File: src/rtl/lpcp_pkg.sv
// Shared constants, types and a helper function for the lidar point projection block.
// Depends on nothing; every other file refers to it by scoped names.
package lpcp_pkg;

    // Input and coefficient widths.
    localparam int COORD_W   = 18;
    localparam int FRAC_BITS = 14;
    localparam int COEF_W    = 16;

    // Extrinsic transform datapath.
    localparam int PROD_W  = COORD_W + COEF_W;
    localparam int SUM_W   = PROD_W + 2;
    localparam int SHIFT_W = SUM_W - FRAC_BITS;
    localparam int CAM_W   = ((SHIFT_W > COEF_W) ? SHIFT_W : COEF_W) + 1;
    localparam longint CAM_LIMIT = 64'sd1073741824;

    // Projection divider: quotient bits kept before the result counts as saturated.
    localparam int QBITS = 18;
    localparam int Q_W   = QBITS + 1;
    localparam int FP_W  = COEF_W + 1 + CAM_W;
    localparam int NUM_W = FP_W + 1;
    localparam int DIV_W = CAM_W + 4 + QBITS;

    // Distance and color datapath.
    localparam int SQ_W  = 2 * CAM_W;
    localparam int SQX_W = SQ_W + 1;
    localparam int COL_W = CAM_W + 8;
    localparam int LVL_W = 8;

    // Stage counts of the units and of the whole pipeline.
    localparam int TR_LAT    = 4;
    localparam int DIV_LAT   = QBITS + 3;
    localparam int SQ_LAT    = CAM_W + 2;
    localparam int COL_LAT   = LVL_W + 3;
    localparam int PIX_END   = TR_LAT + DIV_LAT + 1;
    localparam int COL_END   = TR_LAT + SQ_LAT + COL_LAT;
    localparam int TOTAL_LAT = (PIX_END > COL_END) ? PIX_END : COL_END;
    localparam int SIDE_DLY  = TOTAL_LAT - TR_LAT;
    localparam int PIX_DLY   = TOTAL_LAT - TR_LAT - DIV_LAT;
    localparam int COL_DLY   = TOTAL_LAT - COL_END;

    typedef logic signed [COORD_W-1:0] coord_t;
    typedef logic signed [CAM_W-1:0]   cam_t;
    typedef logic        [CAM_W-1:0]   dist_t;
    typedef logic signed [Q_W-1:0]     quot_t;
    typedef logic signed [15:0]        pixel_t;
    typedef logic        [LVL_W-1:0]   level_t;

    typedef enum logic [2:0] {
        REG_EXT_X = 3'd0,
        REG_EXT_Y = 3'd1,
        REG_EXT_Z = 3'd2,
        REG_INTR  = 3'd3,
        REG_SIZE  = 3'd4,
        REG_SIDE  = 3'd5,
        REG_RANGE = 3'd6,
        REG_ROI   = 3'd7
    } reg_idx_t;

    typedef enum logic [2:0] {
        SIDE_NONE = 3'd0,
        SIDE_XPOS = 3'd1,
        SIDE_XNEG = 3'd2,
        SIDE_YPOS = 3'd3,
        SIDE_YNEG = 3'd4
    } side_mode_t;

    typedef struct packed {
        logic reject;
        logic dinv;
    } side_t;

    typedef struct packed {
        pixel_t u;
        pixel_t v;
        logic   in_image;
        logic   in_roi;
    } pix_t;

    typedef struct packed {
        logic   filtered_out;
        logic   depth_invalid;
        pixel_t pixel_u;
        pixel_t pixel_v;
        logic   in_image;
        logic   in_roi;
        level_t red_level;
        level_t green_level;
    } result_t;

    // Clamp a camera-frame coordinate to +-2^30.
    function automatic cam_t sat_cam(input cam_t v);
        longint w;
        w = longint'(v);
        if (w > CAM_LIMIT - 1)
            w = CAM_LIMIT - 1;
        else if (w < -CAM_LIMIT)
            w = -CAM_LIMIT;
        return cam_t'(w);
    endfunction

endpackage

File: src/rtl/lpcp_div.sv
// Pipelined pinhole projection quotient trunc((f*num + c*den) / (16*den)), one bit per stage.
// Depends on lpcp_pkg.
module lpcp_div (
    input  logic              clk,
    input  logic              en,
    input  logic [15:0]       f,
    input  logic [15:0]       ctr,
    input  lpcp_pkg::cam_t    num_c,
    input  lpcp_pkg::cam_t    den_c,
    output lpcp_pkg::quot_t   quot
);

    localparam int QB = lpcp_pkg::QBITS;

    logic signed [lpcp_pkg::FP_W-1:0]  pf_reg;
    logic signed [lpcp_pkg::FP_W-1:0]  pc_reg;
    lpcp_pkg::cam_t                    den_reg;
    logic [lpcp_pkg::DIV_W-1:0]        rem_reg [QB+1];
    logic [lpcp_pkg::CAM_W+3:0]        dv_reg  [QB+1];
    logic [QB-1:0]                     q_reg   [QB+1];
    logic                              neg_reg [QB+1];
    lpcp_pkg::quot_t                   quot_reg;

    logic signed [lpcp_pkg::NUM_W-1:0] n;
    logic [lpcp_pkg::NUM_W-1:0]        nbits;
    logic [lpcp_pkg::NUM_W-1:0]        nmag;
    logic [lpcp_pkg::CAM_W-1:0]        dbits;
    logic [lpcp_pkg::CAM_W-1:0]        dmag;
    logic [lpcp_pkg::DIV_W-1:0]        trial [QB];
    logic                              take  [QB];
    lpcp_pkg::quot_t                   mag;

    always_comb
    begin
        n     = lpcp_pkg::NUM_W'(pf_reg) + lpcp_pkg::NUM_W'(pc_reg);
        nbits = n;
        nmag  = n[lpcp_pkg::NUM_W-1] ? (~nbits + 1'b1) : nbits;
        dbits = den_reg;
        dmag  = den_reg[lpcp_pkg::CAM_W-1] ? (~dbits + 1'b1) : dbits;
        for (int k = 0; k < QB; k++)
        begin
            trial[k] = lpcp_pkg::DIV_W'(dv_reg[k]) << (QB - 1 - k);
            take[k]  = (rem_reg[k] >= trial[k]);
        end
        // A set top bit means the magnitude is at least 2^(QB-1): clamp it there.
        mag = q_reg[QB][QB-1] ? (lpcp_pkg::Q_W'(1) << (QB - 1))
                              : lpcp_pkg::quot_t'(lpcp_pkg::Q_W'(q_reg[QB]));
    end

    always_ff @(posedge clk)
    begin
        if (en)
        begin
            pf_reg     <= $signed({1'b0, f}) * num_c;
            pc_reg     <= $signed({1'b0, ctr}) * den_c;
            den_reg    <= den_c;
            rem_reg[0] <= lpcp_pkg::DIV_W'(nmag);
            dv_reg[0]  <= {dmag, 4'b0000};
            q_reg[0]   <= '0;
            neg_reg[0] <= n[lpcp_pkg::NUM_W-1] ^ den_reg[lpcp_pkg::CAM_W-1];
            for (int k = 0; k < QB; k++)
            begin
                rem_reg[k+1] <= take[k] ? (rem_reg[k] - trial[k]) : rem_reg[k];
                q_reg[k+1]   <= q_reg[k] | (take[k] ? (QB'(1) << (QB - 1 - k)) : '0);
                dv_reg[k+1]  <= dv_reg[k];
                neg_reg[k+1] <= neg_reg[k];
            end
            quot_reg <= neg_reg[QB] ? -mag : mag;
        end
    end

    assign quot = quot_reg;

endmodule

File: config.mk
export PLATFORM = sky130hd
export DESIGN_NAME = lpcp_div
export DESIGN_NICKNAME = d
export VERILOG_FILES = /design/src/rtl/lpcp_pkg.sv /design/src/rtl/lpcp_div.sv
export SDC_FILE = /design/constraint.sdc
export NUM_CORES = 2
export LEC_CHECK = 0
export BUFFER_PORTS_ARGS = -buffer_cell sky130_fd_sc_hd__buf_2
export CORE_MARGIN = 5
export CORE_UTILIZATION = 57
export CTS_BUF_LIST = sky130_fd_sc_hd__clkbuf_4 sky130_fd_sc_hd__clkbuf_8
export CTS_CLUSTER_SIZE = 28
export DETAILED_ROUTE_END_ITERATION = 10
export PLACE_DENSITY_LB_ADDON = 0.25
export SLEW_MARGIN = 20
export SYNTH_ARGS = -nofsm -noshare
export SYNTH_HDL_FRONTEND = slang
export SYNTH_SLANG_ARGS = --single-unit
File: constraint.sdc
create_clock -name clk -period 9.3 [get_ports clk]
set_input_delay 1.395 -clock clk [delete_from_list [all_inputs] [get_ports clk]]
set_output_delay 1.395 -clock clk [all_outputs]
set_load 0.01 [all_outputs]
### Word level (Yosys, flattened, before mapping)

Memories as Yosys holds them, arrays and structs flattened.
Cells that the tools add are included.

| word-level totals | value |
|---|---|
| bits in registers | 122 |
| memory bits (writable) | 1729 |
| input bits | 80 |
| output and inout bits | 19 |
| logic and storage cells | 113 |
| memories | 4 |

| cells by class | value |
|---|---|
| $add $sub $neg | 22 |
| $mul | 2 |
| $lt $le $gt $ge | 18 |
| mux-type cells | 42 |
| bitwise operators | 21 |

Memories:

| memory | words | bits a word | rd ports | clocked after Yosys merged registers in | wr ports | line | text |
|---|---|---|---|---|---|---|---|
| rem_reg | 19 | 45 | 18 | 0 | 19 | lpcp_div.sv:18 | `logic [lpcp_pkg::DIV_W-1:0] rem_reg [QB+1];` |
| dv_reg | 19 | 27 | 18 | 0 | 19 | lpcp_div.sv:19 | `logic [lpcp_pkg::CAM_W+3:0] dv_reg [QB+1];` |
| q_reg | 19 | 18 | 19 | 0 | 19 | lpcp_div.sv:20 | `logic [QB-1:0] q_reg [QB+1];` |
| neg_reg | 19 | 1 | 19 | 0 | 19 | lpcp_div.sv:21 | `logic neg_reg [QB+1];` |

Operator list:

| cell | count |
|---|---|
| two-way mux 45 bit | 18 |
| multiplier 17 x 23 -> 40 bit | 2 |
| >= comparator 45 x 27 -> 1 bit | 1 |
| >= comparator 45 x 28 -> 1 bit | 1 |
| >= comparator 45 x 29 -> 1 bit | 1 |
| >= comparator 45 x 30 -> 1 bit | 1 |
| >= comparator 45 x 31 -> 1 bit | 1 |
| >= comparator 45 x 32 -> 1 bit | 1 |
| >= comparator 45 x 33 -> 1 bit | 1 |
| >= comparator 45 x 34 -> 1 bit | 1 |
| >= comparator 45 x 35 -> 1 bit | 1 |
| >= comparator 45 x 36 -> 1 bit | 1 |
| >= comparator 45 x 37 -> 1 bit | 1 |
| >= comparator 45 x 38 -> 1 bit | 1 |
| >= comparator 45 x 39 -> 1 bit | 1 |
| >= comparator 45 x 40 -> 1 bit | 1 |
| >= comparator 45 x 41 -> 1 bit | 1 |
| >= comparator 45 x 42 -> 1 bit | 1 |
| >= comparator 45 x 43 -> 1 bit | 1 |
| >= comparator 45 x 44 -> 1 bit | 1 |
| subtractor 45 x 27 -> 45 bit | 1 |
| subtractor 45 x 28 -> 45 bit | 1 |
| subtractor 45 x 29 -> 45 bit | 1 |
| subtractor 45 x 30 -> 45 bit | 1 |
| 60 further kinds | 63 |

### Logic depth before layout (Yosys ltp)

| logic depth | value |
|---|---|
| word-level depth | 4 |
| mapped depth | 27 |
| mapped depth without buffers | 26 |

### Worst setup path before layout

OpenSTA, ideal clock, no wires.

| timing | value |
|---|---|
| path kind | input port to flip-flop |
| start point | input f[10] |
| end point | register pf_reg[38] in the netlist's numbering, data pin |
| setup time | 263 ps |
| arrival | 7518 ps |
| required time | 9037 ps |
| slack | 1519 ps |
| cell stages on the path | 25 |
| buffers on the path | 1 |
| cell sequence | clkbuf_1 nand2_1 fa_1 inv_1 fa_1 inv_1 fa_1 inv_1 fa_1 fa_1 inv_1 fa_1 inv_1 ha_1 a211o_1 a211oi_1 nor3_1 a211oi_1 a2111oi_0 o21a_1 o21a_1 o21ai_0 a2111oi_0 a311oi_1 xnor2_1 |

| between the ends | value |
|---|---|
| longest elaborated chain between the ends | 1 |

RTL lines:

| what | line | text |
|---|---|---|
| start: declaration | lpcp_div.sv:6 | `input logic [15:0] f,` |
| multiplier 17 x 23 -> 40 bit | lpcp_div.sv:54 | `pf_reg <= $signed({1'b0, f}) * num_c;` |
| end signal: assignment | lpcp_div.sv:54 |  |
| end: declaration | lpcp_div.sv:15 | `logic signed [lpcp_pkg::FP_W-1:0] pf_reg;` |

No other way between the ends.
A chain may end at the register's enable or synchronous reset.

### Worst setup path in the final report

| timing | value |
|---|---|
| start point | input f[13] |
| end point | register pf_reg[38] in the netlist's numbering, data pin |

The elaborated chain is that of the path after synthesis.

==> flow_summary.ini <==
[detailed_routing]
post_drt_wl_per_cell_um = 19.1
viasPerCell = 5.65
dr.pass1.iters = 7
drc = 0
drt-initial-drc-count = 4721
routed_wl_mm = 233
num_vias = 68984
drtAntennaViolNets = 0

[global_routing]
grt_overflow = 0
use_met1_pct = 28.2
grt_use_total_pct = 24.6
busiest_layer = met2
antenna_found_initial = 5
first_global_vias = 72135
use_met3_pct = 3.20
grt_pass1_wl_mm = 376
grt_max_degree = 208
met2_usage_pct = 45.6

[logic_synthesis]
yosysSeqAreaShare_pct = 44.1
synth-seq-cells = 1532
yosys-top-cells-area = edfxtp_1, fa_1, ha_1, inv_1, nand2_1
synth.distinct_cells = 89
syn_nets = 10933
syn_inst = 9457
synth_top_area_share_pct = 44.1
avgSynthCellArea_um2 = 11.0
netlist_area_mm2 = 0.104
synthArstFlopShare_pct = 0
synth_flop_cell = edfxtp_1
yosys_warnings = 0
netlist.top_cell.by_area = edfxtp_1
synth_edf_count = 1532

[status]
outcome = completed

[layout]
fin_nets = 11089
largest_register_ffs = 806
syn_to_final_growth_pct = 7.60
fillers = 14450
multi_input_area_mm2 = 0.0519
finalNonFillerCells = 12202
drive_gt1_share_pct = 6.77
seqCellArea_mm2 = 0.0460
stdcell_area_mm2 = 0.112

[worst_setup_path]
crit_fanout = 23
end_kind = flip-flop
cp_data_required_time_ns = 9.99
critPathLaunchType = input port
worstSetupPathType = input port to flip-flop
crit_arrival_ns = 8.42

[timing]
period_share_pct = 83.1
fin_crit_ns = 7.73
holdWs_ns = 0.405
slew_headroom_pct = 20.8
finalSetupViolCount = 0
rsz0062_at_grt = false
tightest_slew_ns = 1.19
hold_violations = 0
drv_slew = 0
fmax_mhz = 129
finClkSkew_ns = 0.0942
tns_ns = 0

[clock_tree]
numCtsBuffers = 238
tritoncts = built
clk_latency_ns = 0.97
cts_setup_buffers = 0
cts.sinks = 1532
cts_resized = 0
cts_buffer_depth = 3
root_buffer = clkbuf_8
postCtsHoldBufs = 0
clk_pin_slew_ns = 0.06
htreeDepth = 4

[die]
die-width_um = 438
die_area_mm2 = 0.192
die_y_um = 438
coreArea_mm2 = 0.182
pin_count = 99
rows = 157
start_util_pct = 57.1

[placement]
post-dp-hpwl_mm = 181
dpl-instance-area_mm2 = 0.107
gp_congestion = 0.919
dp_cells = 11758
io_buffers = 98

[run]
maxCapViolations = 0

[min_path]
hp-class = flip-flop to flip-flop
-- critical path: stages --
cell and delay [ns]:
buf_2 0.26, and2_1 0.25, fa_1 0.53, inv_1 0.05, fa_1 0.50, inv_1 0.06
fa_1 0.53, fa_1 0.53, fa_1 0.54, inv_1 0.05, fa_1 0.52, inv_1 0.04
ha_1 0.34, o21a_1 0.15, o21ai_0 0.13, nor3_1 0.20, o21ai_0 0.17, a2111oi_0 0.72
o21a_1 0.26, o21a_1 0.13, o21ai_0 0.11, a2111oi_0 0.58, a311oi_1 0.21, xnor2_1 0.16
-- logic make-up after synthesis --
kind of cell             Yosys count  share of synthesized area (%)
AO/OA/AOI/OAI                   1587                           9.51
XOR/XNOR                         626                           5.26
adder cells (fa/ha/maj)         1396                           22.1
buffers and inverters           1719                           6.19
flip-flops                      1532                           44.1
multiplexers                      96                           1.02
AND/OR/NAND/NOR                 2501                           11.8
-- area by class of cell --
type | instances | area share (%)
flip-flops and latches | 1532 | 41.0
diodes | 4 | 0.00892
inverters | 1502 | 5.03
clock inverters | 150 | 1.01
clock buffers | 290 | 3.27
repair buffers | 133 | 0.752
multi-input cells | 6206 | 46.3
well taps | 2385 | 2.66
-- cell usage after synthesis (25+ instances only) --
cell type	n
nor4_1	93
o21bai_1	56
and3_1	42
o31ai_1	59
nand4_1	86
nor2_1	466
a21oi_1	502
fa_1	744
o21ai_0	383
nor2b_1	89
clkbuf_1	210
nand2b_1	91
and2_1	322
nand3_1	112
a31oi_1	47
a21boi_0	29
xor2_1	254
or4_1	27
a211oi_1	37
edfxtp_1	1532
ha_1	652
or2_2	25
o21a_1	66
nor3_1	131
xnor2_1	372
or3_1	48
nand2_1	876
inv_1	1501
mux2_2	82
a21o_1	208
-- placed cells by master, fill, tap and decap left out, drive strengths merged, types with 254 or more instances in the layout --
cell	n
o21ai	390
nor2	468
inv	1511
and2	323
a21oi	502
fa	744
nand2	876
xnor2	372
xor2	254
ha	652
edfxtp	1532
clkbuf	290
-- final timing paths --
check / from / to / slack, ns / cells past startpoint
max: f[13] / pf_reg[38]$_DFFE_PP_ / 1.57 / 24
min reg2reg: rem_reg[4][8]$_DFFE_PP_ / rem_reg[5][8]$_DFFE_PP_ / 0.40 / 0
min: rem_reg[4][8]$_DFFE_PP_ / rem_reg[5][8]$_DFFE_PP_ / 0.40 / 0
max reg2reg: rem_reg[11][38]$_DFFE_PP_ / rem_reg[12][40]$_DFFE_PP_ / 4.36 / 11
-- per-layer routing --
metal  wire [um]  vias up  share of wire [%]
li1            -    32654                  -
met1       88800    33790                 38
met2      123000     1901                 53
met3        9720      639                4.2
met4       11600        0                5.0
met5           0        -                  0
-- per-stage QoR --
step	util, %	setup slack [ns]
finish	61.5	1.57
global route	61.5	1.18
CTS	61.5	1.65
detailed placement	58.8	0.605
global placement	58.8	0.651
floorplan	-	1.52
Power is left out: the tool's default activity adds up to more than one toggle a clock period on the data nets, which glitch-free logic cannot reach.
