**config.mk**
```make
export PLATFORM = sky130hd
export DESIGN_NAME = lpcp_color
export DESIGN_NICKNAME = d
export VERILOG_FILES = /design/src/rtl/lpcp_pkg.sv /design/src/rtl/lpcp_color.sv
export SDC_FILE = /design/constraint.sdc
export NUM_CORES = 2
export LEC_CHECK = 0
export BUFFER_PORTS_ARGS = -buffer_cell sky130_fd_sc_hd__buf_2
export CAP_MARGIN = 20
export CORE_ASPECT_RATIO = 1.4
export CORE_MARGIN = 2
export CORE_UTILIZATION = 60
export CTS_BUF_LIST = sky130_fd_sc_hd__clkbuf_4 sky130_fd_sc_hd__clkbuf_8
export CTS_CLUSTER_SIZE = 24
export DETAILED_ROUTE_END_ITERATION = 12
export PLACE_DENSITY_LB_ADDON = 0.15
export SETUP_SLACK_MARGIN = 0.1
export SLEW_MARGIN = 15
export SYNTH_ARGS = -nofsm -noshare
export SYNTH_HDL_FRONTEND = slang
export SYNTH_SLANG_ARGS = --single-unit
```
**constraint.sdc**
```tcl
create_clock -name clk -period 4.25 [get_ports clk]
set_clock_uncertainty 0.1 [all_clocks]
set_input_delay 0.6375 -clock clk [delete_from_list [all_inputs] [get_ports clk]]
set_output_delay 0.6375 -clock clk [all_outputs]
set_load 0.03 [all_outputs]
```
**src/rtl/lpcp_pkg.sv**
```systemverilog
// Shared constants, types and a helper function for the lidar point projection block.
// Depends on nothing; every other file refers to it by scoped names.
package lpcp_pkg;

    // Input and coefficient widths.
    localparam int COORD_W   = 18;
    localparam int FRAC_BITS = 14;
    localparam int COEF_W    = 16;

    // Extrinsic transform datapath.
    localparam int PROD_W  = COORD_W + COEF_W;
    localparam int SUM_W   = PROD_W + 2;
    localparam int SHIFT_W = SUM_W - FRAC_BITS;
    localparam int CAM_W   = ((SHIFT_W > COEF_W) ? SHIFT_W : COEF_W) + 1;
    localparam longint CAM_LIMIT = 64'sd1073741824;

    // Projection divider: quotient bits kept before the result counts as saturated.
    localparam int QBITS = 18;
    localparam int Q_W   = QBITS + 1;
    localparam int FP_W  = COEF_W + 1 + CAM_W;
    localparam int NUM_W = FP_W + 1;
    localparam int DIV_W = CAM_W + 4 + QBITS;

    // Distance and color datapath.
    localparam int SQ_W  = 2 * CAM_W;
    localparam int SQX_W = SQ_W + 1;
    localparam int COL_W = CAM_W + 8;
    localparam int LVL_W = 8;

    // Stage counts of the units and of the whole pipeline.
    localparam int TR_LAT    = 4;
    localparam int DIV_LAT   = QBITS + 3;
    localparam int SQ_LAT    = CAM_W + 2;
    localparam int COL_LAT   = LVL_W + 3;
    localparam int PIX_END   = TR_LAT + DIV_LAT + 1;
    localparam int COL_END   = TR_LAT + SQ_LAT + COL_LAT;
    localparam int TOTAL_LAT = (PIX_END > COL_END) ? PIX_END : COL_END;
    localparam int SIDE_DLY  = TOTAL_LAT - TR_LAT;
    localparam int PIX_DLY   = TOTAL_LAT - TR_LAT - DIV_LAT;
    localparam int COL_DLY   = TOTAL_LAT - COL_END;

    typedef logic signed [COORD_W-1:0] coord_t;
    typedef logic signed [CAM_W-1:0]   cam_t;
    typedef logic        [CAM_W-1:0]   dist_t;
    typedef logic signed [Q_W-1:0]     quot_t;
    typedef logic signed [15:0]        pixel_t;
    typedef logic        [LVL_W-1:0]   level_t;

    typedef enum logic [2:0] {
        REG_EXT_X = 3'd0,
        REG_EXT_Y = 3'd1,
        REG_EXT_Z = 3'd2,
        REG_INTR  = 3'd3,
        REG_SIZE  = 3'd4,
        REG_SIDE  = 3'd5,
        REG_RANGE = 3'd6,
        REG_ROI   = 3'd7
    } reg_idx_t;

    typedef enum logic [2:0] {
        SIDE_NONE = 3'd0,
        SIDE_XPOS = 3'd1,
        SIDE_XNEG = 3'd2,
        SIDE_YPOS = 3'd3,
        SIDE_YNEG = 3'd4
    } side_mode_t;

    typedef struct packed {
        logic reject;
        logic dinv;
    } side_t;

    typedef struct packed {
        pixel_t u;
        pixel_t v;
        logic   in_image;
        logic   in_roi;
    } pix_t;

    typedef struct packed {
        logic   filtered_out;
        logic   depth_invalid;
        pixel_t pixel_u;
        pixel_t pixel_v;
        logic   in_image;
        logic   in_roi;
        level_t red_level;
        level_t green_level;
    } result_t;

    // Clamp a camera-frame coordinate to +-2^30.
    function automatic cam_t sat_cam(input cam_t v);
        longint w;
        w = longint'(v);
        if (w > CAM_LIMIT - 1)
            w = CAM_LIMIT - 1;
        else if (w < -CAM_LIMIT)
            w = -CAM_LIMIT;
        return cam_t'(w);
    endfunction

endpackage

```
**src/rtl/lpcp_color.sv**
```systemverilog
// Red and green levels from distance versus the color range, two 8-bit dividers in lockstep.
// Depends on lpcp_pkg.
module lpcp_color (
    input  logic              clk,
    input  logic              en,
    input  lpcp_pkg::dist_t   distance,
    input  logic [15:0]       range,
    output lpcp_pkg::level_t  red,
    output lpcp_pkg::level_t  green
);

    localparam int LB = lpcp_pkg::LVL_W;

    lpcp_pkg::dist_t              diff_reg;
    logic [15:0]                  r_reg;
    logic [lpcp_pkg::COL_W-1:0]   remr_reg [LB+1];
    logic [lpcp_pkg::COL_W-1:0]   remg_reg [LB+1];
    logic [15:0]                  rd_reg   [LB+1];
    logic                         big_reg  [LB+1];
    lpcp_pkg::level_t             qr_reg   [LB+1];
    lpcp_pkg::level_t             qg_reg   [LB+1];
    lpcp_pkg::level_t             red_reg;
    lpcp_pkg::level_t             green_reg;

    logic [15:0]                  r1;
    lpcp_pkg::dist_t              rx;
    lpcp_pkg::dist_t              diff;
    lpcp_pkg::dist_t              rx2;
    lpcp_pkg::dist_t              gap;
    logic [lpcp_pkg::COL_W-1:0]   d_ext;
    logic [lpcp_pkg::COL_W-1:0]   g_ext;
    logic [lpcp_pkg::COL_W-1:0]   nr;
    logic [lpcp_pkg::COL_W-1:0]   ng;
    logic                         big;
    logic [lpcp_pkg::COL_W-1:0]   trial [LB];
    logic                         taker [LB];
    logic                         takeg [LB];

    always_comb
    begin
        r1    = (range == 16'd0) ? 16'd1 : range;
        rx    = lpcp_pkg::dist_t'(r1);
        diff  = (distance > rx) ? (distance - rx) : (rx - distance);
        rx2   = lpcp_pkg::dist_t'(r_reg);
        gap   = rx2 - diff_reg;
        d_ext = lpcp_pkg::COL_W'(diff_reg);
        g_ext = lpcp_pkg::COL_W'(gap);
        nr    = (d_ext << 8) - d_ext;
        big   = (nr >= (lpcp_pkg::COL_W'(r_reg) << 8));
        ng    = (diff_reg >= rx2) ? '0 : ((g_ext << 8) - g_ext);
        for (int k = 0; k < LB; k++)
        begin
            trial[k] = lpcp_pkg::COL_W'(rd_reg[k]) << (LB - 1 - k);
            taker[k] = (remr_reg[k] >= trial[k]);
            takeg[k] = (remg_reg[k] >= trial[k]);
        end
    end

    always_ff @(posedge clk)
    begin
        if (en)
        begin
            diff_reg    <= diff;
            r_reg       <= r1;
            remr_reg[0] <= nr;
            remg_reg[0] <= ng;
            rd_reg[0]   <= r_reg;
            big_reg[0]  <= big;
            qr_reg[0]   <= '0;
            qg_reg[0]   <= '0;
            for (int k = 0; k < LB; k++)
            begin
                remr_reg[k+1] <= taker[k] ? (remr_reg[k] - trial[k]) : remr_reg[k];
                remg_reg[k+1] <= takeg[k] ? (remg_reg[k] - trial[k]) : remg_reg[k];
                qr_reg[k+1]   <= qr_reg[k] | (taker[k] ? (LB'(1) << (LB - 1 - k)) : '0);
                qg_reg[k+1]   <= qg_reg[k] | (takeg[k] ? (LB'(1) << (LB - 1 - k)) : '0);
                rd_reg[k+1]   <= rd_reg[k];
                big_reg[k+1]  <= big_reg[k];
            end
            red_reg   <= big_reg[LB] ? '1 : qr_reg[LB];
            green_reg <= qg_reg[LB];
        end
    end

    assign red   = red_reg;
    assign green = green_reg;

endmodule

```
* After elaboration in Yosys (flattened, before gate mapping)
Memory sizes are Yosys's and may differ from the RTL's. A register that Yosys moved wholly into a read port is not among the register bits.
Cells that the tools add are included.
** Word-level totals
- Register bits after elaboration :: 39
- RAM bits :: 855
- Output and inout bits :: 16
- Logic and storage cells :: 102
- Memories kept :: 6
** Cells by class
- Add/sub/neg operators :: 21
- Order comparisons :: 19
- Mux-type cells :: 37
- Bitwise logic cells :: 16
- Reductions and logical operators :: 1
** Memory list
- remg_reg :: words 9, width 31, rd ports 8, clocked after memory_dff 0, wr ports 9, RTL line lpcp_color.sv:17 : logic [lpcp_pkg::COL_W-1:0] remg_reg [LB+1];
- remr_reg :: words 9, width 31, rd ports 8, clocked after memory_dff 0, wr ports 9, RTL line lpcp_color.sv:16 : logic [lpcp_pkg::COL_W-1:0] remr_reg [LB+1];
- rd_reg :: words 9, width 16, rd ports 8, clocked after memory_dff 0, wr ports 9, RTL line lpcp_color.sv:18 : logic [15:0] rd_reg [LB+1];
- qg_reg :: words 9, width 8, rd ports 9, clocked after memory_dff 1, wr ports 9, RTL line lpcp_color.sv:21 : lpcp_pkg::level_t qg_reg [LB+1];
- qr_reg :: words 9, width 8, rd ports 9, clocked after memory_dff 1, wr ports 9, RTL line lpcp_color.sv:20 : lpcp_pkg::level_t qr_reg [LB+1];
- big_reg :: words 9, width 1, rd ports 9, clocked after memory_dff 0, wr ports 9, RTL line lpcp_color.sv:19 : logic big_reg [LB+1];
** Operators with widths (count)
- 2-to-1 mux 31 bit :: 17
- subtractor 31 x 23 -> 31 bit :: 4
- >= comparator 31 x 16 -> 1 bit :: 2
- >= comparator 31 x 17 -> 1 bit :: 2
- >= comparator 31 x 18 -> 1 bit :: 2
- >= comparator 31 x 19 -> 1 bit :: 2
- >= comparator 31 x 20 -> 1 bit :: 2
- >= comparator 31 x 21 -> 1 bit :: 2
- >= comparator 31 x 22 -> 1 bit :: 2
- >= comparator 31 x 23 -> 1 bit :: 2
- subtractor 31 x 16 -> 31 bit :: 2
- subtractor 31 x 17 -> 31 bit :: 2
- subtractor 31 x 18 -> 31 bit :: 2
- subtractor 31 x 19 -> 31 bit :: 2
- subtractor 31 x 20 -> 31 bit :: 2
- subtractor 31 x 21 -> 31 bit :: 2
- subtractor 31 x 22 -> 31 bit :: 2
- subtractor 16 x 23 -> 23 bit :: 2
- >= comparator 31 x 24 -> 1 bit :: 1
- >= comparator 23 x 16 -> 1 bit :: 1
- greater-than comparator 23 x 16 -> 1 bit :: 1
- 2-to-1 mux 23 bit :: 1
- subtractor 23 x 16 -> 23 bit :: 1
- zero test 16 bit :: 1
- other kinds (17) :: 35

* Depth between registers and ports, before layout
- Depth in word-level cells :: 4
- Mapped depth :: 22
- Mapped depth without buffers :: 22

* Least setup slack after synthesis
OpenSTA, ideal clock, no wires.
- Path kind :: reg2reg
- From :: register diff_reg[1]
- To :: memory remg_reg[0][22] in the netlist's numbering, data pin
- Setup time :: 0.255 ns
- Arrival time :: 4.226 ns
- Path slack :: -0.331 ns
- Cell stages (with the launch flop) :: 18
- Period minus slack after synthesis :: 4.581 ns
- Path through :: edfxtp_1 inv_1 ha_1 nor2b_1 o2111a_1 or3_4 a2111oi_4 nor3_2 a31oi_4 o21ai_1 xnor2_2 ha_1 a2111o_1 o211ai_1 o21bai_1 a21oi_1 xnor2_1 and2_1
** RTL lines
- start: declaration :: RTL line lpcp_color.sv:14 : lpcp_pkg::dist_t diff_reg;
- start signal: assignment :: RTL line lpcp_color.sv:63 : diff_reg <= diff;
- end: declaration :: RTL line lpcp_color.sv:17

==> results.ini <==
[timing]
maxSlewHeadroom=0.330
fmax_ghz=0.219
final_period_minus_worst_setup_slack_ns=4.56
report.final.slew_viol_count=0
setup_tns_ns=-2.56
hold_slack_ns=0.0668
tightestPinTransition_ns=0.979
min_period_over_period=1.07
rsz_0062_raised_after_global_routing=true
finalSetupViolations=14
report.final.hold_viol_count=0
setup_ws_ns=-0.311

[finish]
register_area_sq_um=22800
layout-area-overhead-vs-synth_pct=13.8
postLayoutCoreUtil=0.691
layout_commonest_cell=edfxtp_1
layout_common_cells=edfxtp_1 (760), nand2_1 (350), ha_1 (343)
multi_input_area_sq_um=21300
number_of_filler_instances_in_the_final_layout=5654
layoutNonFillerInstCount=5547
drive_gt1_frac=0.144
post_layout_net_count=4907
finish.instance_area_sq_um=51300

[hold_path]
worstHoldPathCells=1
hold_path.startpoint=range[1]
min_delay_endpoint=r_reg[1]
min_path_type=in -> reg

[yosys]
syn_area_per_cell_sq_um=10.9
ys_async_sr_fraction=0
synthesized_net_count=4558
postSynthRegisterBits=760
post_synth_inst_count=4147
ys_dominant_reg_cell=edfxtp_1
yosys_warnings=0
post_synth_num_cell_types=90
synth-edff-count=760
synth.yosys.seq_area_share=0.506
netlist_area_before_placement_sq_um=45100

[detailed_routing]
detailroute.via_count=32200
viasPerCell=5.81
antenna_violating_nets_post_route=0
drt-wirelength-per-cell_microns=20.9
drc=0
drt_pre_antenna_iters=5
detail_route.wirelength_microns=116000
violation_count_after_the_first_detailed_route_iteration=1711

[power]
cellPowerDensity_nw_per_um2=573
power.static_leakage_nw=20.4
vdd_ir_max_v=0.000548

[placed_design]
detailed_place.area_sq_um=48300
globalplace.congestion=0.956
dp.cells=5310
hpwl_microns=94300
portBuffers=56

[clock_network]
cts_root_buffer=clkbuf_8
htree_num_levels=3
insertion_delay_ns=0.76
cts.path.max_buffers=3
cts-buffers-inserted=111
clkTransAtPathRegs_ns=0.06
tritoncts=done
clock-sinks=760

[flow_run]
timing.max_cap.violations=0

[grt]
track_usage=0.303
pin_count_of_the_biggest_net_entering_global_routing=104
antenna_found_initial=1
number_of_global_route_vias_before_repair=33800
grt_pass1_wl_microns=178000
globalRoute.totalOverflow=0

[die]
floorplan.rows=118
die_h_microns=328
core_sq_um=74300
die_width_microns=236
initial_core_util=0.607
die_area_sq_um=77400
io-pin-count=57

[setup_path]
setup.worst_path.start_class=register
timing.rr.end=remg_reg[0][20]
timing.critical_path.from=r_reg[1]
top_fanout_value_on_the_critical_path=4
worstRegToRegCells=19
criticalPathCategory=reg -> reg
reg2reg_slack_ns=-0.31
r2r-start=r_reg[1]
end_kind=register
cp_data_required_time_ns=4.64
cp_data_arrival_time_ns=4.95

[run_status]
run_status=finished with violations
violations=negative setup slack

-- per-layer routing --
layer / share of wire / track usage / vias to the layer above / routed length (microns)
li1: - / - / 15900 / -
met1: 0.29 / 0.231 / 15200 / 34100
met2: 0.57 / 0.622 / 762 / 65700
met3: 0.029 / 0.0369 / 430 / 3320
met4: 0.11 / 0.297 / 0 / 13100
met5: 0 / 0 / - / 0
-- stage by stage --
stage | worst slack [ns] | total power [mW]
floorplan | -0.188 | 19.0
detailed placement | -0.509 | 22.9
finish | -0.311 | 29.4
CTS | -0.302 | 29.0
global placement | -0.396 | 22.8
global route | -0.438 | 31.2
-- what timing repair did --
item,in CTS,in global routing
endpoints found under the setup margin,19,73
hold buffers,10,0
buffers inserted,7,18
cloned,0,0
endpoints found under the hold margin,10,0
gates resized for setup,27,80
pin swaps,20,69
-- power breakdown --
part	internal (mW)	switching, mW
Combinational	5.51	6.71
Clock	3.04	2.85
Sequential	10.3	1.00
-- critical path, cell delays in order, from the launching register on --
cell and delay (ns):
edfxtp_1 0.44, ha_4 0.27, nor2b_4 0.12, o2111a_1 0.27, or3_4 0.41, a2111oi_4 0.31, buf_6 0.20, nor2_2 0.06
xor2_1 0.22, inv_1 0.10, ha_4 0.28, buf_4 0.13, and3_4 0.19, a41o_1 0.22, o211ai_1 0.17, buf_4 0.18
o31a_1 0.29, o21bai_1 0.16, xnor2_1 0.13, nor2_1 0.05
-- Yosys cell counts (72+ instances only) --
cell        n  area share
a21o_1    103       0.017
a21oi_1   249       0.028
clkbuf_1   88      0.0073
edfxtp_1  760        0.51
ha_1      353       0.098
inv_1     328       0.027
nand2_1   351       0.029
nand2b_1   72       0.010
nand3_1    72      0.0080
nor2_1    241       0.020
nor3_1    106       0.012
o21ai_0   286       0.032
xnor2_1   228       0.044
xor2_1    179       0.035
-- kinds of logic (layout without fill, tap and decap cells) --
kind of cell    count (synthesis)  in the layout  synth area share
simple gates                 1210           1210             0.134
buf+inv                       425            863            0.0355
xor+xnor                      409            409            0.0799
flops                         760            760             0.506
fa+ha+maj                     370            370             0.105
other cells                     0              2                 0
mux                            42             42            0.0100
compound gates                931            931             0.129
-- area by class of cell --
type                       count  share of cell area
clock inverter                68              0.0102
antenna                        2           0.0000976
inverter                     330              0.0242
timing repair buffer         331              0.0497
multi-input combinational   2962               0.414
sequential                   760               0.445
tap                          960              0.0234
clock buffer                 134              0.0331
-- worst max-delay path by stage --
stage	slack (ns)	end	depth (start not counted)
CTS	-0.30	remg_reg[0][20]	21
finish	-0.31	remg_reg[0][20]	19
global route	-0.44	remg_reg[0][20]	20
floorplan	-0.19	remg_reg[0][22]	17
global placement	-0.40	remg_reg[0][22]	22
detailed placement	-0.51	remg_reg[0][24]	22
Power figures use the tool's default switching activity.
